[config.mk]
export PLATFORM = sky130hd
export DESIGN_NAME = rso_div
export DESIGN_NICKNAME = d
export VERILOG_FILES = /design/src/rtl/ray_sphere_occlusion_test_assert.svh /design/src/rtl/rso_div.sv
export SDC_FILE = /design/constraint.sdc
export NUM_CORES = 1
export LEC_CHECK = 0
export ABC_AREA = 1
export BUFFER_PORTS_ARGS = -buffer_cell sky130_fd_sc_hd__buf_4
export CORE_UTILIZATION = 25
export CTS_CLUSTER_DIAMETER = 150
export DETAILED_ROUTE_END_ITERATION = 10
export GPL_TIMING_DRIVEN = 0
export SLEW_MARGIN = 15
export SYNTH_ARGS = -nofsm -noshare
export SYNTH_HDL_FRONTEND = slang
export SYNTH_SLANG_ARGS = --single-unit
[constraint.sdc]
create_clock -name clk -period 3.2 [get_ports clk]
set_input_delay 0.64 -clock clk [delete_from_list [all_inputs] [get_ports clk]]
set_output_delay 0.64 -clock clk [all_outputs]
set_load 0.02 [all_outputs]
[src/rtl/ray_sphere_occlusion_test_assert.svh]
// assertion macros shared by the ray-sphere occlusion test modules
`ifndef RAY_SPHERE_OCCLUSION_TEST_ASSERT_SVH
`define RAY_SPHERE_OCCLUSION_TEST_ASSERT_SVH
`ifndef SYNTHESIS
`define RSO_ASSERT_IMPLIES(lbl, clk, rst_n, ante, cons) \
  lbl: assert property (@(posedge clk) disable iff (!rst_n) (ante) |-> (cons)) \
    else $error("rso assertion failed");
`define RSO_ASSERT_NEXT(lbl, clk, rst_n, ante, cons) \
  lbl: assert property (@(posedge clk) disable iff (!rst_n) (ante) |=> (cons)) \
    else $error("rso assertion failed");
`else
`define RSO_ASSERT_IMPLIES(lbl, clk, rst_n, ante, cons)
`define RSO_ASSERT_NEXT(lbl, clk, rst_n, ante, cons)
`endif
`endif

[src/rtl/rso_div.sv]
// iterative restoring divider for the direction components, one quotient bit per cycle
module rso_div (
  input  logic        clk,
  input  logic        rst_n,
  input  logic        start,
  input  logic [61:0] dividend,
  input  logic [31:0] divisor,
  output logic        busy,
  output logic        done,
  output logic [30:0] quotient
);

  // quotient fits 31 bits because the dividend top half stays below the divisor
  logic [31:0] rem_r, rem_nxt;
  logic [30:0] low_r, low_nxt;
  logic [30:0] quot_r, quot_nxt;
  logic [31:0] dvs_r, dvs_nxt;
  logic [4:0]  cnt_r, cnt_nxt;
  logic        busy_r, busy_nxt;
  logic        done_r, done_nxt;
  logic [32:0] rem_sh;

  always_comb begin
    rem_sh   = {rem_r, low_r[30]};
    rem_nxt  = rem_r;
    low_nxt  = low_r;
    quot_nxt = quot_r;
    dvs_nxt  = dvs_r;
    cnt_nxt  = cnt_r;
    busy_nxt = busy_r;
    done_nxt = 1'b0;
    if (start) begin
      rem_nxt  = {1'b0, dividend[61:31]};
      low_nxt  = dividend[30:0];
      quot_nxt = '0;
      dvs_nxt  = divisor;
      cnt_nxt  = 5'd31;
      busy_nxt = 1'b1;
    end else if (busy_r) begin
      low_nxt = {low_r[29:0], 1'b0};
      if (rem_sh >= {1'b0, dvs_r}) begin
        rem_nxt  = 32'(rem_sh - {1'b0, dvs_r});
        quot_nxt = {quot_r[29:0], 1'b1};
      end else begin
        rem_nxt  = rem_sh[31:0];
        quot_nxt = {quot_r[29:0], 1'b0};
      end
      cnt_nxt = cnt_r - 5'd1;
      if (cnt_r == 5'd1) begin
        busy_nxt = 1'b0;
        done_nxt = 1'b1;
      end
    end
  end

  always_ff @(posedge clk) begin
    if (!rst_n) begin
      busy_r <= 1'b0;
      done_r <= 1'b0;
      cnt_r  <= '0;
    end else begin
      busy_r <= busy_nxt;
      done_r <= done_nxt;
      cnt_r  <= cnt_nxt;
    end
  end

  always_ff @(posedge clk) begin
    rem_r  <= rem_nxt;
    low_r  <= low_nxt;
    quot_r <= quot_nxt;
    dvs_r  <= dvs_nxt;
  end

  assign busy     = busy_r;
  assign done     = done_r;
  assign quotient = quot_r;

endmodule

==> results of run 1 <==
flip-flops by register name, summed over array words and instances (netlist names):
register,count
dvs_r,32
rem_r,32
low_r,31
quotient,31
cnt_r,5
busy,1
done,1
area by class of cell:
type	instances	area [sq um]	share of cell area
Buffer	29	210	0.0201
Tap cell	442	553	0.0528
Sequential cell	133	3600	0.344
Clock inverter	11	82.6	0.00789
Clock buffer	21	494	0.0472
Timing Repair Buffer	130	996	0.0951
Inverter	191	717	0.0685
Multi-Input combinational cell	713	3820	0.364
power by group:
part	switching [uW]	internal (uW)
Clock	833	1120
Sequential	83.3	2070
Combinational	1520	917
synth_stat cells, drive strengths merged:
master and number:
ha 34, o21ai 4, nor3 7, clkbuf 10, a21o 1, o31ai 1
inv 191, o211ai 1, o22ai 29, a31oi 2, fa 1, nand3 54
a221oi 1, a21oi 22, xnor2 15, dfxtp 39, and2 4, nor2 45
nand4 4, buf 19, edfxtp 94, o21bai 2, nand2 443, nand3b 43
routing by layer:
| layer | up-vias | part of all wire | track usage |
|---|---|---|---|
| met5 | - | 0 | 0 |
| met4 | 0 | 0.012 | 0.0377 |
| met3 | 18 | 0.045 | 0.0322 |
| met2 | 135 | 0.46 | 0.240 |
| met1 | 3264 | 0.48 | 0.186 |
| li1 | 3645 | - | - |
through the flow:
stage | total power (uW) | utilization
global placement | 4610 | 0.302
global route | 6990 | 0.320
finish | 6550 | 0.320
CTS | 6610 | 0.320
floorplan | 3980 | -
detailed placement | 4630 | 0.303
how the worst max path moves through the flow:
| stage | start | end | slack, ns | depth (start not counted) |
|---|---|---|---|---|
| 4_1_cts | rem_r[29] | rem_r[0] | 0.49 | 12 |
| 6_report | rem_r[29] | rem_r[0] | 0.51 | 12 |
| 5_1_grt | rem_r[29] | rem_r[0] | 0.37 | 12 |
| 2_1_floorplan | start | low_r[0] | 0.03 | 3 |
| 3_3_place_gp | start | rem_r[23] | -1.85 | 4 |
| 3_5_place_dp | start | rem_r[23] | 0.48 | 5 |
cells by family after synthesis:
| group | count (synthesis) | synth area share |
|---|---|---|
| compound gates | 63 | 0.0462 |
| xor+xnor | 15 | 0.0157 |
| fa+ha+maj | 35 | 0.0534 |
| buf+inv | 220 | 0.111 |
| flops | 133 | 0.432 |
| simple gates | 600 | 0.342 |
worst register-to-register path, delay by kind of cell (launching register included):
kind	cells	cell delay, ns
simple gates	8	0.90
fa+ha+maj	1	0.43
flops	1	0.40
buf+inv	2	0.39
compound gates	1	0.33
==> results.sh, run 1 <==
export IMPL_outcome="complete, no violations"
export IMPL_grtUsageTotal=0.144
export IMPL_slowest_stage="ha_1"
export IMPL_synth_area_top_cells="edfxtp_1, nand2_1, dfxtp_1, inv_1, ha_1"
export IMPL_cts_htree_levels=4
export IMPL_ir_drop_uv=307
export IMPL_area_of_the_die_sq_mm=0.0341
export IMPL_post_cts_setup_buffer_count=0
export IMPL_dp_cells=1638
export IMPL_setup_viol_count_final=0
export IMPL_die_height_um=185
export IMPL_initial_core_util=0.255
export IMPL_mappedNetlistArea_sq_mm=0.00834
export IMPL_critical_path_max_stage_delay_ns=0.43
export IMPL_relSlewSlack=0.571
export IMPL_final_nets=1347
export IMPL_timing_critical_path_buf_inv=2
export IMPL_port_buffers=129
export IMPL_grt_pass1_vias=7144
export IMPL_setup_tns_final_ns=0
export IMPL_worstHoldEndpoint="dvs_r[3]"
export IMPL_worst_endpoint_arrival_ns=2.86
export IMPL_cts_path_max_buffers=2
export IMPL_worstMarginPinSlew_ns=0.644
export IMPL_cpLargestDelayFamily="simple AND/OR/NAND/NOR gates"
export IMPL_layout_cells_non_filler=1670
export IMPL_synth_seq_area_share=0.432
export IMPL_most_common_library_cell_in_the_layout_ignoring_fill_and_taps="nand2_1"
export IMPL_vias_per_cell=4.23
export IMPL_fillers=3583
export IMPL_place_ws_ns=0.483
export IMPL_cpMostUsedCell="nand2_1"
export IMPL_globalRoute_totalOverflow=0
export IMPL_timing_final_hold_violations=0
export IMPL_hold_buffers=0
export IMPL_antenna_cells_inserted=0
export IMPL_warnings_from_yosys=0
export IMPL_power_static_leakage_uw=0.00509
export IMPL_detail_route_first_pass_iterations=5
export IMPL_timing_critical_path_to_type="flop"
export IMPL_cp_cell_sequence="ha_1, nand2_1, inv_1, nand2_1, nor2_1, nor2_2, nand2_2, a21oi_4, buf_2, nand3_1, nand3_2, nand2_1"
export IMPL_postRouteWirelength_mm=23.4
export IMPL_pin_count_of_the_biggest_net_entering_global_routing=44
export IMPL_worst_r2r_endpoint="rem_r[0]"
export IMPL_grt_first_pass_wirelength_mm=37.6
export IMPL_power_density_mw_per_mm2=625
export IMPL_worst_r2r_cell_count=12
export IMPL_r2r_setup_slack_ns=0.51
export IMPL_routabilityCongestion=0.895
export IMPL_slew_violations=0
export IMPL_syn_avg_cell_area_sq_um=7.83
export IMPL_crit_type="flop to flop"
export IMPL_final_routed_wire_length_divided_by_cell_count_um=14.0
export IMPL_hold_path_startpoint="divisor[3]"
export IMPL_synthToLayoutAreaGrowth_pct=25.5
export IMPL_critPathLaunchType="flop"
export IMPL_routed_via_count=7062
export IMPL_cts_sink_count=133
export IMPL_route_antenna_remaining_nets=0
export IMPL_synth_distinct_cells=40
export IMPL_cts_resized_gates=0
export IMPL_min_period_over_period=0.840
export IMPL_synth_fp_nets=1198
export IMPL_cts_inserted_buffers=17
export IMPL_max_cap_violations=0
export IMPL_hold_path_cell_count=1
export IMPL_yosys_area_top_type_share=0.338
export IMPL_rsz_0062_raised_after_global_routing="no"
export IMPL_yosys_register_bits=133
export IMPL_reg2reg_from="rem_r[29]"
export IMPL_initial_drc_count=340
export IMPL_required_ns=3.37
export IMPL_most_common_layout_cells="nand2_1, inv_1, buf_4"
export IMPL_die_w_um=185
export IMPL_finish_instance_area_sq_mm=0.0105
export IMPL_clk_insertion_delay_late_ns=0.43
export IMPL_final_layout_size_suffix_gt1_frac=0.221
export IMPL_fin_worst_skew_ns=0.0117
export IMPL_cts_reportedPaths_clkPinSlew_ns=0.07
export IMPL_detail_route_drc_violations=0
export IMPL_setup_slack_ns=0.513
export IMPL_core_area_sq_mm=0.0327
export IMPL_hp_class="primary input to flop"
export IMPL_worst_path_max_fanout=10
export IMPL_hpwl_mm=18.0
export IMPL_antenna_found_initial=0
export IMPL_placed_cell_area_sq_mm=0.00990
export IMPL_clock_root_buffer="clkbuf_16"
export IMPL_post_route_min_period_ns=2.69
export IMPL_netlist_top_cell_by_area="edfxtp_1"
export IMPL_hold_worst_slack_ns=0.385
export IMPL_postSynthCellCount=1066
export IMPL_tritoncts_clock_tree="built"
export IMPL_max_freq_ghz=0.372
export IMPL_design_portCount=130
export IMPL_rows=66
(Power assumes the default switching activity.)
==> run 2: changes to the inputs <==
Settings changed: ABC_AREA 1 to 0.
Clock period 3.2 ns to 2.74 ns, I/O delays scaled along.
==> run 2 against run 1 <==
The flow now finishes with violations (setup timing). First-iteration DRC count shrank 6.5%. Clock-buffer cell count shrank 2. Via count shrank 22%. Total power grew 34%. Setup slack lost 0.91 ns. Wire length shrank 19%. Combinational power grew 49%. Die area shrank 13%. Synthesized cell count shrank 41%. Clock power grew 28%. Maximum frequency shrank 14%.
==> results.sh, run 2 <==
export IMPL_outcome="finished with violations"
export IMPL_violations="setup timing"
export IMPL_relSlewSlack=0.543
export IMPL_synth_top_cells_by_count="edfxtp_1, inv_1, nor2_1, mux2_2, dfxtp_1"
export IMPL_max_cap_violations=0
export IMPL_synth_fp_nets=762
export IMPL_initial_core_util=0.257
export IMPL_final_routed_wire_length_divided_by_cell_count_um=15.8
export IMPL_die_w_um=172
export IMPL_timing_critical_path_to_type="flop"
export IMPL_max_freq_ghz=0.319
export IMPL_cts_path_max_buffers=2
export IMPL_yosys_register_bits=133
export IMPL_grt_first_pass_wirelength_mm=29.9
export IMPL_tritoncts_clock_tree="built"
export IMPL_slew_violations=0
export IMPL_mappedNetlistArea_sq_mm=0.00724
export IMPL_synthMostInstantiatedCell="edfxtp_1"
export IMPL_detail_route_drc_violations=0
export IMPL_routabilityCongestion=0.841
export IMPL_cts_sink_count=133
export IMPL_power_density_mw_per_mm2=861
export IMPL_synth_area_top_cells="edfxtp_1, dfxtp_1, mux2_2, ha_1, mux2i_1"
export IMPL_yosys_area_top_type_share=0.390
export IMPL_detail_route_first_pass_iterations=6
export IMPL_reg_top3="dvs_r: 32 flops, rem_r: 32 flops"
export IMPL_warnings_from_yosys=0
export IMPL_cts_reportedPaths_clkPinSlew_ns=0.06
export IMPL_fin_worst_skew_ns=0.00839
export IMPL_antenna_cells_inserted=0
export IMPL_clk_insertion_delay_late_ns=0.41
export IMPL_post_route_min_period_ns=3.13
export IMPL_synth_seq_area_share=0.498
export IMPL_setup_viol_count_final=32
export IMPL_cts_htree_levels=4
export IMPL_dp_cells=1138
export IMPL_grtUsageTotal=0.134
export IMPL_synth_distinct_cells=68
export IMPL_route_antenna_remaining_nets=0
export IMPL_place_ws_ns=-0.861
export IMPL_rsz_0062_raised_after_global_routing="yes"
export IMPL_syn_avg_cell_area_sq_um=11.5
export IMPL_hpwl_mm=13.4
export IMPL_postSynthCellCount=630
export IMPL_hp_class="primary input to flop"
export IMPL_crit_type="flop to flop"
export IMPL_cts_inserted_buffers=17
export IMPL_worst_endpoint_arrival_ns=3.30
export IMPL_design_portCount=130
export IMPL_ys_dominant_reg_cell="edfxtp_1"
export IMPL_synth_edff_count=94
export IMPL_antenna_found_initial=0
export IMPL_ir_drop_uv=403
export IMPL_worstMarginPinSlew_ns=0.685
export IMPL_globalRoute_totalOverflow=0
export IMPL_setup_slack_ns=-0.395
export IMPL_power_static_leakage_uw=0.00412
export IMPL_most_common_layout_cells="buf_4, edfxtp_1, inv_1, nor2_1, mux2_2"
export IMPL_netlist_top_cell_by_area="edfxtp_1"
export IMPL_vias_per_cell=4.55
export IMPL_final_layout_size_suffix_gt1_frac=0.409
export IMPL_synthToLayoutAreaGrowth_pct=40.8
export IMPL_worst_path_max_fanout=7
export IMPL_routed_via_count=5474
export IMPL_port_buffers=129
export IMPL_grt_pass1_vias=5537
export IMPL_layout_cells_non_filler=1202
export IMPL_critPathLaunchType="flop"
export IMPL_most_common_library_cell_in_the_layout_ignoring_fill_and_taps="buf_4"
export IMPL_timing_final_hold_violations=0
export IMPL_final_nets=943
export IMPL_required_ns=2.91
export IMPL_post_layout_total_power_uw=8770
export IMPL_pin_count_of_the_biggest_net_entering_global_routing=48
export IMPL_synthArstFlopShare=0
export IMPL_postRouteWirelength_mm=19.0
export IMPL_min_period_over_period=1.14
export IMPL_initial_drc_count=318
export IMPL_die_height_um=172
export IMPL_core_area_sq_mm=0.0282
export IMPL_rows=61
export IMPL_clock_root_buffer="clkbuf_16"
export IMPL_area_of_the_die_sq_mm=0.0296
-- run 2: cell types whose count changed after synthesis, moves of 28 or more --
cell / previous run / this run
inv_1: 188 / 50
nand2_2: 52 / 0
mux2i_1: 0 / 36
mux2_2: 0 / 47
o22ai_1: 29 / 1
nand3b_1: 43 / 3
nand2_1: 388 / 28
nand3_2: 30 / 0
-- run 2: cell type report --
| class | instances | area, sq um |
|---|---|---|
| Buffer | 24 | 155 |
| Clock buffer | 19 | 433 |
| Clock inverter | 13 | 206 |
| Fill cell | 2776 | 18000 |
| Inverter | 51 | 191 |
| Multi-Input combinational cell | 419 | 3810 |
| Sequential cell | 133 | 3600 |
| Tap cell | 378 | 473 |
| Timing Repair Buffer | 165 | 1330 |
-- run 2: through the flow --
| stage | util | hold slack, ns | TNS (ns) | area [sq um] |
|---|---|---|---|---|
| 2_1_floorplan | - | 0.474 | -5.74 | 7300 |
| 5_1_grt | 0.362 | 0.283 | -12.56 | 10200 |
| 6_report | 0.362 | 0.306 | -8.93 | 10200 |
| 4_1_cts | 0.356 | 0.285 | -8.77 | 10000 |
| 3_5_place_dp | 0.311 | 0.492 | -81.50 | 8770 |
| 3_3_place_gp | 0.310 | 0.482 | -125.49 | 8740 |
-- run 2: logic make-up (layout without fill, tap and decap cells) --
group / after synthesis / after routing / share of synthesized area
muxes: 98 / 98 / 0.146
buffers and inverters: 78 / 272 / 0.0455
AOI/OAI and AO/OA: 116 / 116 / 0.116
adders and majority gates: 35 / 35 / 0.0615
and+or+nand+nor: 145 / 145 / 0.103
DFF: 133 / 133 / 0.498
xor gates and xnor gates: 25 / 25 / 0.0303
-- run 2: what timing repair did --
action                                  CTS  global route
gates cloned                              1             0
endpoints found under the setup margin   99            45
pin swaps                                21             7
hold buffers                              0             0
resized for setup                        71            34
setup buffers                            28             6
-- run 2: per-layer routing --
metal	vias to the layer above	part of all wire	track usage	wire length, um
li1	2681	-	-	-
met1	2670	0.44	0.163	8360
met2	108	0.50	0.226	9480
met3	15	0.048	0.0364	918
met4	0	0.014	0.0435	261
met5	-	0	0	0
-- run 2: worst paths after layout --
check,from,end,slack [ns],depth (start not counted)
worst min-delay path,divisor[10],dvs_r[10],0.31,1
worst min register to register,quotient[30],quotient[30],0.50,2
worst max register to register,rem_r[0],rem_r[15],-0.39,11
worst max-delay path,rem_r[0],rem_r[15],-0.39,11
-- run 2: critical path: stages (launching register included) --
cell and delay, ns:
edfxtp_1 0.45, ha_4 0.25, nor2b_4 0.12, o31a_1 0.30, o211ai_4 0.25, a2111oi_4 0.11
or3_4 0.36, a41oi_4 0.23, buf_8 0.19, buf_12 0.11, mux2_4 0.28, mux2_2 0.25
-- run 2: power breakdown --
group          leakage [uW]  internal [uW]  switching (uW)
combinational       0.00256           1900            1730
sequential          0.00125           2490             154
clock              0.000309           1610             886
total               0.00412           6010            2770
==> run 3: changes to the inputs <==
Settings changed: CAP_MARGIN from default to 20, PLACE_DENSITY from default to 0.42.
==> run 3 against run 2 <==
The run still ends with setup timing left. Register-to-register slack lost 0.04 ns. First-iteration DRC count is 19% lower. Die area is the same. Non-clock buffer count grew 6. Global-route usage up 0.88 points. Sequential power about the same. Setup slack worse by 0.041 ns. Via count grew 0.49%. Cell count up 0.58%. Clock power fell by 2%. Sequential share of layout area fell by 0.19 points. Clock-buffer cell count rose by 2. Critical endpoint is now rem_r[12].
==> results.sh, run 3 (synthesized netlist as in run 2, its figures left out) <==
export IMPL_dp_cells=1138
export IMPL_final_nets=949
export IMPL_hold_buffers=0
export IMPL_grtUsageTotal=0.142
export IMPL_max_cap_violations=0
export IMPL_detail_route_drc_violations=0
export IMPL_clock_power_share=0.274
export IMPL_min_period_over_period=1.16
export IMPL_cts_sink_count=133
export IMPL_combPwrFrac=0.431
export IMPL_cts_path_max_buffers=2
export IMPL_worst_endpoint_arrival_ns=3.34
export IMPL_area_of_the_die_sq_mm=0.0296
export IMPL_critPathLaunchType="flop"
export IMPL_design_portCount=130
export IMPL_synthToLayoutAreaGrowth_pct=41.6
export IMPL_rows=61
export IMPL_post_layout_total_power_uw=8980
export IMPL_most_common_layout_cells="buf_4, edfxtp_1, inv_1"
export IMPL_layout_cells_non_filler=1209
export IMPL_pin_count_of_the_biggest_net_entering_global_routing=53
export IMPL_worstMarginPinSlew_ns=0.897
export IMPL_finish_instance_area_sq_mm=0.0102
export IMPL_timing_final_hold_violations=0
export IMPL_switch_share=0.326
export IMPL_routabilityCongestion=0.839
export IMPL_violations="setup timing"
export IMPL_required_ns=2.91
export IMPL_max_freq_ghz=0.315
export IMPL_antenna_found_initial=0
export IMPL_cts_inserted_buffers=17
export IMPL_outcome="finished with violations"
export IMPL_grt_first_pass_wirelength_mm=31.8
export IMPL_slew_violations=0
export IMPL_clk_insertion_delay_late_ns=0.43
export IMPL_route_antenna_remaining_nets=0
export IMPL_setup_viol_count_final=33
export IMPL_detail_route_first_pass_iterations=4
export IMPL_globalRoute_totalOverflow=0
export IMPL_routed_via_count=5501
export IMPL_timing_critical_path_to_type="flop"
export IMPL_ir_drop_uv=500
export IMPL_worst_path_max_fanout=5
export IMPL_power_switching_uw=2930
export IMPL_final_routed_wire_length_divided_by_cell_count_um=16.8
export IMPL_placed_cell_area_sq_mm=0.00877
export IMPL_power_static_leakage_uw=0.00418
export IMPL_finalCoreUtilization=0.364
export IMPL_cts_reportedPaths_clkPinSlew_ns=0.07
export IMPL_die_height_um=172
export IMPL_flop_pwr_share=0.295
export IMPL_crit_type="flop to flop"
export IMPL_fin_worst_skew_ns=0.0121
export IMPL_port_buffers=129
export IMPL_final_layout_size_suffix_gt1_frac=0.424
export IMPL_tritoncts_clock_tree="built"
export IMPL_vias_per_cell=4.55
export IMPL_most_common_library_cell_in_the_layout_ignoring_fill_and_taps="buf_4"
export IMPL_die_w_um=172
export IMPL_intPower_uw=6060
export IMPL_clock_root_buffer="clkbuf_16"
export IMPL_hp_class="primary input to flop"
export IMPL_core_area_sq_mm=0.0282
export IMPL_relSlewSlack=0.402
export IMPL_hpwl_mm=14.2
export IMPL_cts_htree_levels=4
export IMPL_setup_slack_ns=-0.436
export IMPL_power_density_mw_per_mm2=877
export IMPL_reg_top3="dvs_r: 32 flops, rem_r: 32 flops"
export IMPL_post_route_min_period_ns=3.18
export IMPL_initial_core_util=0.257
export IMPL_rsz_0062_raised_after_global_routing="yes"
export IMPL_postRouteWirelength_mm=20.3
export IMPL_grt_pass1_vias=5825
export IMPL_initial_drc_count=257
==> run 3: changes by cell type in the layout (fill, tap and decap cells not counted), sizes merged <==
| cell | delta |
|---|---|
| clkinv | -5 |
| diode | +1 |
| clkinvlp | -1 |
| inv | +8 |
| buf | +6 |
| clkdlybuf4s15 | -1 |
| bufinv | -4 |
| clkbuf | +3 |
==> run 3: per-stage QoR <==
stage	setup TNS, ns	setup WS [ns]	hold slack, ns
floorplan	-5.74	-0.296	0.474
global placement	-138.07	-1.64	0.491
detailed placement	-98.29	-0.967	0.492
CTS	-11.29	-0.456	0.276
global route	-16.27	-0.597	0.274
finish	-10.68	-0.436	0.297
==> run 3: path summary, 6_finish.rpt <==
check / from / end / depth (start not counted) / slack, ns
max: dvs_r[1] / rem_r[12] / 12 / -0.44
min reg2reg: quotient[30] / quotient[30] / 2 / 0.52
min: divisor[4] / dvs_r[4] / 1 / 0.30
max reg2reg: dvs_r[1] / rem_r[12] / 12 / -0.44
==> run 3: power by group through the flow <==
stage	clock network (uW)	logic, uW	registers [uW]
after floorplan	0	2100	2620
after global placement	0	2750	2650
after detailed placement	0	2770	2660
after CTS	2540	3700	2640
after global routing	2620	4210	2680
final	2460	3870	2650
==> run 3: area by class of cell <==
type,instances,area [sq um]
Clock inverter,11,120
Timing Repair Buffer,172,1420
Multi-Input combinational cell,419,3790
Fill cell,2790,17900
Sequential cell,133,3600
Inverter,51,191
Clock buffer,21,514
Buffer,23,131
Tap cell,378,473
Antenna cell,1,2.50
==> run 3: worst max-delay path, stage by stage (launching register included) <==
cell and delay, ns:
edfxtp_1 0.38, inv_2 0.10, ha_4 0.21, nor2b_4 0.12, o31a_1 0.30, o211ai_4 0.27
a2111oi_4 0.11, or3_4 0.36, a41oi_4 0.20, buf_6 0.16, buf_8 0.14, mux2_4 0.30
mux2_2 0.26
==> run 3: what timing repair did <==
action	4_1_cts	5_1_grt
gates cloned	3	0
endpoints found under the hold margin	0	0
buffers inserted	32	9
resized for setup	85	25
pin swaps	28	15
setup endpoints to repair	126	86
==> run 3: metal layers <==
metal  track usage  wire, um  up-vias
met3        0.0391      1070       17
met5             0         0        -
met1         0.180      9240     2681
li1              -         -     2693
met2         0.234      9680      110
met4        0.0442       284        0
