<file path="src/rtl/ray_sphere_occlusion_test_assert.svh">
// assertion macros shared by the ray-sphere occlusion test modules
`ifndef RAY_SPHERE_OCCLUSION_TEST_ASSERT_SVH
`define RAY_SPHERE_OCCLUSION_TEST_ASSERT_SVH
`ifndef SYNTHESIS
`define RSO_ASSERT_IMPLIES(lbl, clk, rst_n, ante, cons) \
  lbl: assert property (@(posedge clk) disable iff (!rst_n) (ante) |-> (cons)) \
    else $error("rso assertion failed");
`define RSO_ASSERT_NEXT(lbl, clk, rst_n, ante, cons) \
  lbl: assert property (@(posedge clk) disable iff (!rst_n) (ante) |=> (cons)) \
    else $error("rso assertion failed");
`else
`define RSO_ASSERT_IMPLIES(lbl, clk, rst_n, ante, cons)
`define RSO_ASSERT_NEXT(lbl, clk, rst_n, ante, cons)
`endif
`endif

</file>
<file path="src/rtl/rso_isqrt.sv">
// iterative integer square root, one root bit per cycle
module rso_isqrt (
  input  logic        clk,
  input  logic        rst_n,
  input  logic        start,
  input  logic [63:0] radicand,
  output logic        busy,
  output logic        done,
  output logic [31:0] root
);

  logic [63:0] rad_r, rad_nxt;
  logic [33:0] rem_r, rem_nxt;
  logic [31:0] root_r, root_nxt;
  logic [5:0]  cnt_r, cnt_nxt;
  logic        busy_r, busy_nxt;
  logic        done_r, done_nxt;
  logic [35:0] rem_sh;
  logic [35:0] trial;

  // one digit step
  always_comb begin
    rem_sh   = {rem_r, rad_r[63:62]};
    trial    = {2'b00, root_r, 2'b01};
    rad_nxt  = rad_r;
    rem_nxt  = rem_r;
    root_nxt = root_r;
    cnt_nxt  = cnt_r;
    busy_nxt = busy_r;
    done_nxt = 1'b0;
    if (start) begin
      rad_nxt  = radicand;
      rem_nxt  = '0;
      root_nxt = '0;
      cnt_nxt  = 6'd32;
      busy_nxt = 1'b1;
    end else if (busy_r) begin
      rad_nxt = {rad_r[61:0], 2'b00};
      if (rem_sh >= trial) begin
        rem_nxt  = 34'(rem_sh - trial);
        root_nxt = {root_r[30:0], 1'b1};
      end else begin
        rem_nxt  = rem_sh[33:0];
        root_nxt = {root_r[30:0], 1'b0};
      end
      cnt_nxt = cnt_r - 6'd1;
      if (cnt_r == 6'd1) begin
        busy_nxt = 1'b0;
        done_nxt = 1'b1;
      end
    end
  end

  always_ff @(posedge clk) begin
    if (!rst_n) begin
      busy_r <= 1'b0;
      done_r <= 1'b0;
      cnt_r  <= '0;
    end else begin
      busy_r <= busy_nxt;
      done_r <= done_nxt;
      cnt_r  <= cnt_nxt;
    end
  end

  always_ff @(posedge clk) begin
    rad_r  <= rad_nxt;
    rem_r  <= rem_nxt;
    root_r <= root_nxt;
  end

  assign busy = busy_r;
  assign done = done_r;
  assign root = root_r;

endmodule

</file>
<file path="config.mk">
export PLATFORM = sky130hd
export DESIGN_NAME = rso_isqrt
export DESIGN_NICKNAME = d
export VERILOG_FILES = /design/src/rtl/ray_sphere_occlusion_test_assert.svh /design/src/rtl/rso_isqrt.sv
export SDC_FILE = /design/constraint.sdc
export NUM_CORES = 1
export LEC_CHECK = 0
export ABC_AREA = 1
export BUFFER_PORTS_ARGS = -buffer_cell sky130_fd_sc_hd__buf_2
export CORE_MARGIN = 2
export CORE_UTILIZATION = 50
export DETAILED_ROUTE_END_ITERATION = 8
export PLACE_DENSITY = 0.7
export SLEW_MARGIN = 40
export SYNTH_ARGS = -nofsm -noshare
export SYNTH_HDL_FRONTEND = slang
export SYNTH_SLANG_ARGS = --single-unit
</file>
<file path="constraint.sdc">
create_clock -name clk -period 4.4 [get_ports clk]
set_clock_uncertainty 0.15 [all_clocks]
set_input_delay 1.1 -clock clk [delete_from_list [all_inputs] [get_ports clk]]
set_output_delay 1.1 -clock clk [all_outputs]
set_load 0.05 [all_outputs]
</file>
==> insert_results.sql, run 1 <==
INSERT INTO impl_metrics (metric_group, metric, value, unit) VALUES
('outcome', 'run_status', 'completed', ''),
('critical_path', 'crit_fanout', '15', ''),
('cts', 'cts-htree-levels', '4', ''),
('critical_path', 'cp_slowest_stage_delay', '0.69', 'ns'),
('final_layout', 'postLayoutCoreUtil', '58.6', '%'),
('drt', 'postRouteAntennaNets', '0', ''),
('critical_path', 'worstPathCellList', 'buf_2', ''),
('cts', 'tritoncts', 'built', ''),
('critical_path', 'worst-path-stages', '1', ''),
('critical_path', 'rrSetupSlack', '1.74', 'ns'),
('final_layout', 'insertedDiodeCount', '0', ''),
('pwr', 'clock_power_share', '18.1', '%'),
('global_routing', 'grt_use_total', '23.8', '%'),
('timing', 'maxClockFrequency', '0.364', 'GHz'),
('synth', 'synth_top_cells_by_area', 'sky130_fd_sc_hd__edfxtp_1, sky130_fd_sc_hd__nand2_1, sky130_fd_sc_hd__dfxtp_1', ''),
('pwr', 'power_density', '842', 'nW/um^2'),
('synth', 'post_synthesis_share_of_cell_area_spent_on_full_adders_half_adders_and_majority_gates', '5.62', '%'),
('cts', 'cts.root.buffer_cell', 'sky130_fd_sc_hd__clkbuf_16', ''),
('timing', 'setup-tns-final', '0', 'ns'),
('synth', 'synthesis.nets', '1205', ''),
('drt', 'detailedRoute.firstIterationViolations', '372', ''),
('critical_path', 'r2r-end', 'rem_r[22]$_SDFFE_PP0P_', ''),
('cts', 'ctsHoldBuffers', '0', ''),
('floorplanning', 'fp.dieArea', '17100', 'um^2'),
('synth', 'synthDistinctLibCells', '46', ''),
('drt', 'via_count', '7065', ''),
('critical_path', 'worstSetupStartpointType', 'flip-flop', ''),
('min_path', 'hold_path_class', 'flip-flop to flip-flop', ''),
('timing', 'max-slew-margin-rel', '55.7', '%'),
('drt', 'drt_pre_antenna_iters', '5', ''),
('place', 'routabilityCongestion', '0.948', ''),
('synth', 'postSynthAreaPerCell', '7.27', 'um^2'),
('pwr', 'switching_share', '49.1', '%'),
('final_layout', 'final_layout_size_suffix_gt1_share', '14.4', '%'),
('timing', 'rsz0062_at_grt', 'no', ''),
('synth', 'synth_simple_gate_area_share', '31.3', '%'),
('synth', 'synth_top_area_cell', 'sky130_fd_sc_hd__edfxtp_1', ''),
('floorplanning', 'floorplan.die.width', '131', 'um'),
('drt', 'avgViaCountPerCell', '4.96', ''),
('synth', 'number_of_flops_mapped_to_enable_cells_by_yosys', '64', ''),
('global_routing', 'grt_overflow_total', '0', ''),
('cts', 'tritoncts_num_sinks', '138', ''),
('critical_path', 'cp-end-kind', 'output pin', ''),
('global_routing', 'grt_max_degree', '66', ''),
('synth', 'synthXorXnorAreaFrac', '1.97', '%'),
('pwr', 'int_pwr', '3960', 'uW'),
('final_layout', 'final_cell_area', '9250', 'um^2'),
('critical_path', 'reg2reg_depth', '12', ''),
('timing', 'final.period_utilization', '62.4', '%'),
('cts', 'inserted_clock_buffers', '17', ''),
('critical_path', 'setup.worst_path.class', 'flip-flop to output pin', ''),
('floorplanning', 'ports', '101', ''),
('critical_path', 'critical_path.slowest_cell', 'sky130_fd_sc_hd__dfxtp_1', ''),
('floorplanning', 'floorplan.die.height', '131', 'um'),
('synth', 'dominantRegCellSynth', 'sky130_fd_sc_hd__dfxtp_1', ''),
('critical_path', 'worst-path-buf-inv', '1', ''),
('cts', 'cts_buffer_depth', '2', ''),
('synth', 'synth.yosys.warnings', '0', ''),
('synth', 'synth_mux_area_share', '0', '%'),
('critical_path', 'setup.worst_path.end', 'busy', ''),
('timing', 'holdWs', '0.305', 'ns'),
('place', 'placement.io_buffers', '100', ''),
('cts', 'clock_transition_at_the_registers_of_the_reported_paths', '0.06', 'ns'),
('timing', 'final_slew_viol_count', '0', ''),
('critical_path', 'setup.worst_path.start', 'busy$_SDFF_PN0_', ''),
('synth', 'synth_seq_cells', '138', ''),
('drt', 'routedWlPerCell', '13.4', 'um'),
('final_layout', 'finalNetCount', '1297', ''),
('flow_run', 'max_cap_viol_count', '0', ''),
('final_layout', 'most_frequent_standard_cell_in_the_layout_excluding_fill_and_tap_cells', 'sky130_fd_sc_hd__nand2_1', ''),
('synth', 'synth_cells', '1102', '');
[synthesized netlist by cell type, types with 7 or more instances]
master,count
sky130_fd_sc_hd__o211ai_2,7
sky130_fd_sc_hd__a21oi_1,34
sky130_fd_sc_hd__or2_1,9
sky130_fd_sc_hd__ha_1,36
sky130_fd_sc_hd__nor3_1,10
sky130_fd_sc_hd__nand2_1,444
sky130_fd_sc_hd__nand3_1,48
sky130_fd_sc_hd__clkbuf_1,24
sky130_fd_sc_hd__xnor2_1,15
sky130_fd_sc_hd__edfxtp_1,64
sky130_fd_sc_hd__dfxtp_1,74
sky130_fd_sc_hd__nand4_1,7
sky130_fd_sc_hd__o21bai_1,8
sky130_fd_sc_hd__o21ai_1,8
sky130_fd_sc_hd__inv_1,132
sky130_fd_sc_hd__o21ai_0,23
sky130_fd_sc_hd__nor2_1,71
sky130_fd_sc_hd__o22ai_1,31
[power groups by stage]
stage / Clock, uW / Combinational, uW / Sequential [uW]
after detailed placement: 0 / 4660 / 1690
after floorplan: 0 / 3930 / 1670
after global placement: 0 / 4630 / 1680
after CTS: 1430 / 4710 / 1660
final: 1410 / 4720 / 1660
after global routing: 1480 / 5360 / 1680
[layer usage]
metal	global-route usage (%)	wire length (um)	vias to the layer above
li1	-	-	3709
met1	30.0	8800	3170
met2	40.9	9150	166
met3	4.64	900	20
met4	8.01	291	0
met5	0	0	-
[flip-flops by register name (all words and copies together), names as in the netlist]
name	count
busy	1
cnt_r	6
done	1
rad_r	64
rem_r	34
root	32
[stage by stage]
step	total power, uW	instances
global route	8520	1423
global placement	6310	1391
floorplan	5600	1102
finish	7790	1423
detailed placement	6350	1391
CTS	7800	1423
[worst min-delay path by stage]
stage	startpoint	end	slack [ns]	cells past startpoint
global placement	rem_r[32]$_SDFFE_PP0P_	rem_r[32]$_SDFFE_PP0P_	0.29	2
CTS	rem_r[32]$_SDFFE_PP0P_	rem_r[32]$_SDFFE_PP0P_	0.31	2
finish	rem_r[32]$_SDFFE_PP0P_	rem_r[32]$_SDFFE_PP0P_	0.30	2
floorplan	rem_r[32]$_SDFFE_PP0P_	rem_r[32]$_SDFFE_PP0P_	0.28	2
detailed placement	rem_r[32]$_SDFFE_PP0P_	rem_r[32]$_SDFFE_PP0P_	0.29	2
global route	rem_r[32]$_SDFFE_PP0P_	rem_r[32]$_SDFFE_PP0P_	0.33	2
[final cells by class]
type / count / area [um^2]
Fill cell: 1567 / 6520
Timing Repair Buffer: 107 / 566
Inverter: 138 / 523
Tap cell: 216 / 270
Sequential cell: 138 / 3400
Multi-Input combinational cell: 792 / 3910
Clock buffer: 18 / 429
Clock inverter: 14 / 146
[kinds of logic after synthesis]
family          count (synthesis)
fa+ha+maj                      36
buf+inv                       172
compound gates                126
simple gates                  612
flops                         138
xor+xnor                       18
Note: power is estimated with default switching activity, not from simulation.
==> inputs of run 2 (changes only) <==
- PLACE_DENSITY: 0.7 -> 0.73
- clock period: 4.4 -> 2.23 ns (I/O delays scaled with it)
==> run 2 against run 1 <==
Against the previous run: critical path type is now flip-flop to flip-flop; clock-buffer cell count down 1; critical path depth grew 13; the run now ends with setup timing left; register-to-register slack worse by 1.8 ns.
==> insert_results.sql, run 2 (same netlist as run 1, synthesis figures left out) <==
INSERT INTO impl_metrics (metric_group, metric, value, unit) VALUES
('timing', 'final_slew_viol_count', '0', ''),
('final_layout', 'largest_register_ffs', '64', ''),
('cts', 'clk-insertion-delay-late', '0.43', 'ns'),
('drt', 'routedWlPerCell', '14.6', 'um'),
('min_path', 'hold_path_class', 'input port to flip-flop', ''),
('cts', 'cts-htree-levels', '4', ''),
('global_routing', 'grt_overflow_total', '0', ''),
('global_routing', 'grt_pass1_wl', '36000', 'um'),
('outcome', 'run_status', 'finished, violations left', ''),
('cts', 'clock_transition_at_the_registers_of_the_reported_paths', '0.07', 'ns'),
('timing', 'rsz0062_at_grt', 'yes', ''),
('critical_path', 'reg2reg_depth', '14', ''),
('critical_path', 'setup.worst_path.class', 'flip-flop to flip-flop', ''),
('floorplanning', 'fp.dieArea', '17100', 'um^2'),
('place', 'placement.io_buffers', '100', ''),
('timing', 'max-slew-margin-rel', '60.8', '%'),
('drt', 'detailedRoute.firstIterationViolations', '490', ''),
('floorplanning', 'initial_standard_cell_utilization_of_the_core', '50.8', '%'),
('floorplanning', 'floorplan.die.height', '131', 'um'),
('floorplanning', 'ports', '101', ''),
('cts', 'inserted_clock_buffers', '17', ''),
('floorplanning', 'floorplan.die.width', '131', 'um'),
('critical_path', 'critical_path_arrival', '2.46', 'ns'),
('floorplanning', 'core-area', '15800', 'um^2'),
('cts', 'tritoncts', 'built', ''),
('drt', 'drt_pre_antenna_iters', '5', ''),
('cts', 'ctsHoldBuffers', '0', ''),
('global_routing', 'grt_max_degree', '65', ''),
('final_layout', 'insertedDiodeCount', '0', ''),
('critical_path', 'worstSetupStartpointType', 'flip-flop', ''),
('drt', 'via_count', '8106', ''),
('min_path', 'min_path_cells', '3', ''),
('critical_path', 'cp-end-kind', 'flip-flop', ''),
('cts', 'cts.root.buffer_cell', 'sky130_fd_sc_hd__clkbuf_16', ''),
('timing', 'final.period_utilization', '103', '%'),
('timing', 'timing.final.hold_violations', '0', ''),
('outcome', 'violations', 'setup timing', ''),
('cts', 'tritoncts_num_sinks', '138', ''),
('timing', 'setup-tns-final', '-0.521', 'ns'),
('timing', 'final-setup-viol-count', '17', ''),
('global_routing', 'grt_antenna_before_repair', '0', ''),
('final_layout', 'most_frequent_standard_cell_in_the_layout_excluding_fill_and_tap_cells', 'sky130_fd_sc_hd__nand2_1', ''),
('flow_run', 'max_cap_viol_count', '0', ''),
('drt', 'drcViolationCount', '0', ''),
('place', 'routabilityCongestion', '0.972', ''),
('floorplanning', 'floorplan.rows', '46', ''),
('timing', 'tightest_slew', '0.588', 'ns'),
('final_layout', 'final_layout_size_suffix_gt1_share', '42.7', '%'),
('place', 'hpwl', '16100', 'um'),
('drt', 'postRouteAntennaNets', '0', ''),
('timing', 'finalWorstSetupSlack', '-0.0719', 'ns'),
('final_layout', 'largest_register', 'rad_r', ''),
('timing', 'finalCriticalPeriod', '2.30', 'ns'),
('critical_path', 'crit_fanout', '7', ''),
('timing', 'holdWs', '0.236', 'ns'),
('final_layout', 'mostFrequentLayoutCells', 'sky130_fd_sc_hd__nand2_1, sky130_fd_sc_hd__buf_4, sky130_fd_sc_hd__buf_2, sky130_fd_sc_hd__inv_1, sky130_fd_sc_hd__edfxtp_1', ''),
('drt', 'postRouteWirelength', '23200', 'um'),
('global_routing', 'grt_use_total', '26.8', '%'),
('timing', 'maxClockFrequency', '0.434', 'GHz'),
('final_layout', 'area_growth', '48.1', '%'),
('final_layout', 'finalNetCount', '1468', ''),
('critical_path', 'cp_data_required_time', '2.39', 'ns'),
('drt', 'avgViaCountPerCell', '5.09', ''),
('global_routing', 'grt_pass1_vias', '7765', ''),
('cts', 'cts_buffer_depth', '2', '');
## run 2: cell types whose count changed in the layout (fill, tap and decap cells not counted), sizes merged
| cell | previous run | this run |
|---|---|---|
| buf | 107 | 275 |
| bufinv | 2 | 1 |
| clkbuf | 18 | 19 |
| clkinv | 7 | 9 |
| clkinvlp | 4 | 1 |
| inv | 139 | 142 |
| nand2 | 452 | 453 |
## run 2: repair_timing
item | CTS | global route
setup endpoints to repair | 35 | 35
cloned | 2 | 3
gates resized for setup | 79 | 168
setup buffers | 12 | 6
pin swaps | 20 | 75
endpoints found under the hold margin | 0 | 0
## run 2: worst max-delay path, cell delays in order, from the launching register on
cell and delay (ns):
sky130_fd_sc_hd__dfxtp_4 0.34, sky130_fd_sc_hd__inv_2 0.04, sky130_fd_sc_hd__ha_4 0.25, sky130_fd_sc_hd__nand2_4 0.08
sky130_fd_sc_hd__nor2_2 0.06, sky130_fd_sc_hd__nand2_1 0.09, sky130_fd_sc_hd__nor2_1 0.05, sky130_fd_sc_hd__nand2_1 0.07
sky130_fd_sc_hd__nand2_2 0.06, sky130_fd_sc_hd__a21oi_4 0.33, sky130_fd_sc_hd__nand2_8 0.14, sky130_fd_sc_hd__buf_12 0.16
sky130_fd_sc_hd__or2_1 0.20, sky130_fd_sc_hd__nand3_1 0.09, sky130_fd_sc_hd__nand2_1 0.07
## run 2: worst paths after layout
check / from / to / slack [ns]
setup / recovery: root[9]$_SDFFE_PP0P_ / rem_r[27]$_SDFFE_PP0P_ / -0.07
hold / removal: radicand[0] / rad_r[0]$_SDFFCE_PN0P_ / 0.24
hold reg to reg: rem_r[32]$_SDFFE_PP0P_ / rem_r[32]$_SDFFE_PP0P_ / 0.31
setup reg to reg: root[9]$_SDFFE_PP0P_ / rem_r[27]$_SDFFE_PP0P_ / -0.07
## run 2: area by class of cell
class / instances / area [um^2]
Clock inverter: 15 / 159
Tap cell: 216 / 270
Clock buffer: 17 / 425
Multi-Input combinational cell: 793 / 4950
Inverter: 138 / 554
Fill cell: 1195 / 3900
Sequential cell: 138 / 3530
Timing Repair Buffer: 277 / 1980
## run 2: layer usage
metal  part of all wire (%)  track usage (%)
met5                      0                0
met4                    2.8             9.01
met3                    5.4             4.60
met2                     49             47.7
met1                     42             33.0
## run 2: through the flow
| stage | utilization, % | instance area [um^2] | worst slack [ns] | cells |
|---|---|---|---|---|
| 2_1_floorplan | - | 8480 | 0.000802 | 1102 |
| 3_3_place_gp | 65.5 | 10300 | -0.0968 | 1541 |
| 3_5_place_dp | 65.5 | 10300 | -0.120 | 1541 |
| 4_1_cts | 71.5 | 11300 | -0.0166 | 1587 |
| 5_1_grt | 75.3 | 11900 | -0.127 | 1594 |
| 6_report | 75.3 | 11900 | -0.0719 | 1594 |
Power of run 2 is left out: the tool's default activity adds up to more than one toggle a clock period on the data nets, which glitch-free logic cannot reach.
==> inputs of run 3 (changes only) <==
- ABC_AREA: 1 -> default
==> run 3 against run 2 <==
Against the previous run: critical path depth decreased by 2; core utilization decreased by 3.6 points; critical endpoint is now rem_r[21]$_SDFFE_PP0P_; sequential cell count unchanged; highest routed layer unchanged; the run still ends with setup timing left.
==> insert_results.sql, run 3 <==
INSERT INTO impl_metrics (metric_group, metric, value, unit) VALUES
('final_layout', 'largest_register_ffs', '64', ''),
('synth', 'synth_most_common_cell', 'sky130_fd_sc_hd__nor2_1', ''),
('final_layout', 'finalNetCount', '1124', ''),
('timing', 'setup-tns-final', '-18.47', 'ns'),
('synth', 'synth.yosys.warnings', '0', ''),
('pwr', 'static-leakage-power', '0.00466', 'uW'),
('final_layout', 'largest_register', 'rad_r', ''),
('drt', 'drt_pre_antenna_iters', '7', ''),
('synth', 'synth_cells', '763', ''),
('cts', 'tritoncts_num_sinks', '138', ''),
('global_routing', 'groute.layer.met2.usage', '42.4', '%'),
('final_layout', 'fillerInstances', '1098', ''),
('critical_path', 'crit_fanout', '7', ''),
('final_layout', 'insertedDiodeCount', '0', ''),
('final_layout', 'most_frequent_standard_cell_in_the_layout_excluding_fill_and_tap_cells', 'sky130_fd_sc_hd__buf_4', ''),
('cts', 'cts-htree-levels', '4', ''),
('timing', 'timing.final.hold_violations', '0', ''),
('synth', 'synth_seq_cells', '138', ''),
('synth', 'synth_top_area_cell', 'sky130_fd_sc_hd__edfxtp_1', ''),
('drt', 'via_count', '6565', ''),
('floorplanning', 'ports', '101', ''),
('timing', 'final_slew_viol_count', '0', ''),
('synth', 'postSynthAreaPerCell', '10.1', 'um^2'),
('drt', 'routedWlPerCell', '16.0', 'um'),
('global_routing', 'grt_overflow_total', '0', ''),
('synth', 'synth_simple_gate_area_share', '11.9', '%'),
('global_routing', 'grt_pass1_wl', '31300', 'um'),
('outcome', 'run_status', 'finished, violations left', ''),
('final_layout', 'postLayoutCoreUtil', '71.7', '%'),
('synth', 'synthXorXnorAreaFrac', '3.30', '%'),
('pwr', 'ir_worst_vdd', '1.02', 'mV'),
('synth', 'synth_seq_area_share', '44.2', '%'),
('global_routing', 'grt_antenna_before_repair', '0', ''),
('synth', 'dominant_combinational_cell_family_by_area_after_synthesis', 'multiplexers', ''),
('critical_path', 'cp_slowest_stage_delay', '0.35', 'ns'),
('cts', 'tritoncts', 'built', ''),
('global_routing', 'grt_use_total', '24.0', '%'),
('place', 'postPlaceCellArea', '9810', 'um^2'),
('synth', 'post_synthesis_share_of_cell_area_spent_on_full_adders_half_adders_and_majority_gates', '5.85', '%'),
('timing', 'finalWorstSetupSlack', '-0.636', 'ns'),
('place', 'placement.setup.worst_slack', '-0.550', 'ns'),
('floorplanning', 'floorplan.die.height', '128', 'um'),
('synth', 'synthDistinctLibCells', '63', ''),
('critical_path', 'worstPathCellList', 'inv_2 -> ha_4 -> nand4_1 -> a211oi_2 -> nor2_2 -> o31ai_2 -> a211oi_2 -> a21o_1 -> buf_6 -> mux2_4 -> mux2i_2 -> nor2_1', ''),
('critical_path', 'worstSetupStartpointType', 'flip-flop', ''),
('timing', 'rsz0062_at_grt', 'yes', ''),
('synth', 'synth_largest_type_area_fraction', '25.0', '%'),
('place', 'placed_cells', '1175', ''),
('timing', 'final.period_utilization', '129', '%'),
('synth', 'post_synth_instance_area', '7700', 'um^2'),
('outcome', 'violations', 'setup timing', ''),
('cts', 'inserted_clock_buffers', '17', ''),
('critical_path', 'critical_path.slowest_cell', 'sky130_fd_sc_hd__dfxtp_4', ''),
('cts', 'clk-insertion-delay-late', '0.43', 'ns'),
('critical_path', 'cp-end-kind', 'flip-flop', ''),
('final_layout', 'mostFrequentLayoutCells', 'sky130_fd_sc_hd__buf_4, sky130_fd_sc_hd__nor2_1, sky130_fd_sc_hd__buf_2, sky130_fd_sc_hd__edfxtp_1, sky130_fd_sc_hd__mux2_2', ''),
('floorplanning', 'floorplan.die.width', '128', 'um'),
('synth', 'synth_mux_area_share', '14.8', '%'),
('drt', 'postRouteAntennaNets', '0', ''),
('timing', 'maxClockFrequency', '0.349', 'GHz'),
('synth', 'synthesis.nets', '866', ''),
('drt', 'avgViaCountPerCell', '5.37', ''),
('min_path', 'hold_path_class', 'input port to flip-flop', ''),
('synth', 'number_of_flops_mapped_to_enable_cells_by_yosys', '64', ''),
('place', 'routabilityCongestion', '0.860', ''),
('timing', 'finalCriticalPeriod', '2.87', 'ns'),
('critical_path', 'setup.worst_path.class', 'flip-flop to flip-flop', ''),
('drt', 'drcViolationCount', '0', ''),
('final_layout', 'final_layout_size_suffix_gt1_share', '49.6', '%'),
('cts', 'cts_buffer_depth', '2', ''),
('global_routing', 'most_used_routing_layer_in_global_routing', 'met2', ''),
('pwr', 'power_density', '1460', 'nW/um^2'),
('global_routing', 'grt_max_degree', '65', ''),
('place', 'hpwl', '13500', 'um'),
('synth', 'synth-compound-area-share', '14.8', '%'),
('flow_run', 'max_cap_viol_count', '0', ''),
('cts', 'cts.root.buffer_cell', 'sky130_fd_sc_hd__clkbuf_16', ''),
('synth', 'async_flop_share', '0', '%'),
('floorplanning', 'initial_standard_cell_utilization_of_the_core', '50.8', '%'),
('drt', 'detailedRoute.firstIterationViolations', '323', ''),
('synth', 'synth_top_cells_by_area', 'sky130_fd_sc_hd__edfxtp_1, sky130_fd_sc_hd__dfxtp_1, sky130_fd_sc_hd__mux2_2', ''),
('synth', 'ys_top_cells_by_count', 'sky130_fd_sc_hd__nor2_1, sky130_fd_sc_hd__dfxtp_1, sky130_fd_sc_hd__mux2_2', ''),
('floorplanning', 'floorplan.rows', '45', ''),
('global_routing', 'grt_pass1_vias', '6772', ''),
('timing', 'tightest_slew', '0.532', 'ns'),
('critical_path', 'cp_data_required_time', '2.39', 'ns'),
('timing', 'max-slew-margin-rel', '64.5', '%'),
('place', 'placement.io_buffers', '100', ''),
('drt', 'postRouteWirelength', '19600', 'um'),
('floorplanning', 'fp.dieArea', '16400', 'um^2'),
('final_layout', 'final_cell_area', '10900', 'um^2'),
('critical_path', 'critical_path_arrival', '3.02', 'ns'),
('cts', 'clock_transition_at_the_registers_of_the_reported_paths', '0.07', 'ns'),
('final_layout', 'fin_cells', '1222', ''),
('synth', 'dominantRegCellSynth', 'sky130_fd_sc_hd__dfxtp_1', ''),
('critical_path', 'cell_type_with_the_highest_occurrence_count_on_the_critical_path', 'sky130_fd_sc_hd__a211oi_2', ''),
('global_routing', 'globalRouteMet3Util', '7.85', '%'),
('floorplanning', 'core-area', '15100', 'um^2'),
('global_routing', 'globalRouteMet1Util', '27.6', '%'),
('timing', 'final-setup-viol-count', '35', ''),
('final_layout', 'area_growth', '41.0', '%');
[run 3: changes by cell type after synthesis, moves of 26 or more]
cell	previous run	this run
sky130_fd_sc_hd__nand3_1	48	12
sky130_fd_sc_hd__o22ai_1	31	0
sky130_fd_sc_hd__nor2_1	71	110
sky130_fd_sc_hd__inv_1	132	44
sky130_fd_sc_hd__mux2_2	0	66
sky130_fd_sc_hd__mux2i_1	0	38
sky130_fd_sc_hd__nand2_1	444	37
sky130_fd_sc_hd__a211oi_1	1	27
[run 3: path summary, 6_finish.rpt]
check,startpoint,to,slack [ns],cells after the start
min reg2reg,cnt_r[1]$_SDFFE_PP0P_,cnt_r[1]$_SDFFE_PP0P_,0.34,2
min,rst_n,cnt_r[5]$_SDFFE_PN0P_,0.22,2
max reg2reg,root[2]$_SDFFE_PP0P_,rem_r[21]$_SDFFE_PP0P_,-0.64,12
max,root[2]$_SDFFE_PP0P_,rem_r[21]$_SDFFE_PP0P_,-0.64,12
[run 3: cells by family after synthesis]
logic type	Yosys count
compound gates	163
xor+xnor	29
fa+ha+maj	36
buf+inv	85
flops	138
mux	105
simple gates	207
[run 3: critical path: cells and delay by family, from the launching register on]
family,cells,cell delay (ns)
flip-flops,1,0.35
AO/OA/AOI/OAI,4,1.01
multiplexers,2,0.46
adder cells (fa/ha/maj),1,0.26
AND/OR/NAND/NOR,3,0.28
buffers and inverters,2,0.21
[run 3: what timing repair did]
action | 4_1_cts | 5_1_grt
hold buffers | 0 | 0
pin swaps | 29 | 24
setup endpoints to repair | 35 | 35
buffers inserted | 8 | 8
hold endpoints to repair | 0 | 0
resized for setup | 57 | 24
[run 3: per-layer routing]
metal | vias up | part of all wire, %
li1 | 3258 | -
met1 | 3103 | 42
met2 | 166 | 50
met3 | 38 | 5.8
met4 | 0 | 2.0
met5 | - | 0
[run 3: layout make-up]
| type | instances | area, um^2 | area share, % |
|---|---|---|---|
| timing repair buffer | 278 | 1920 | 17.7 |
| sequential | 138 | 3510 | 32.3 |
| tap | 188 | 235 | 2.17 |
| multi-input combinational | 540 | 4430 | 40.8 |
| clock inverter | 15 | 160 | 1.48 |
| clock buffer | 17 | 425 | 3.92 |
| inverter | 46 | 176 | 1.62 |
[run 3: power breakdown]
part / switching, uW / total, uW / internal (uW) / leakage, uW
logic: 4810 / 9870 / 5050 / 0.00310
clock network: 1230 / 2810 / 1580 / 0.000285
registers: 205 / 3190 / 2990 / 0.00127
[run 3: metrics by stage]
stage | hold slack [ns] | power (uW)
floorplan | 0.293 | 8550
global placement | 0.311 | 11200
detailed placement | 0.328 | 11300
CTS | 0.200 | 15100
global route | 0.215 | 16800
finish | 0.215 | 15900
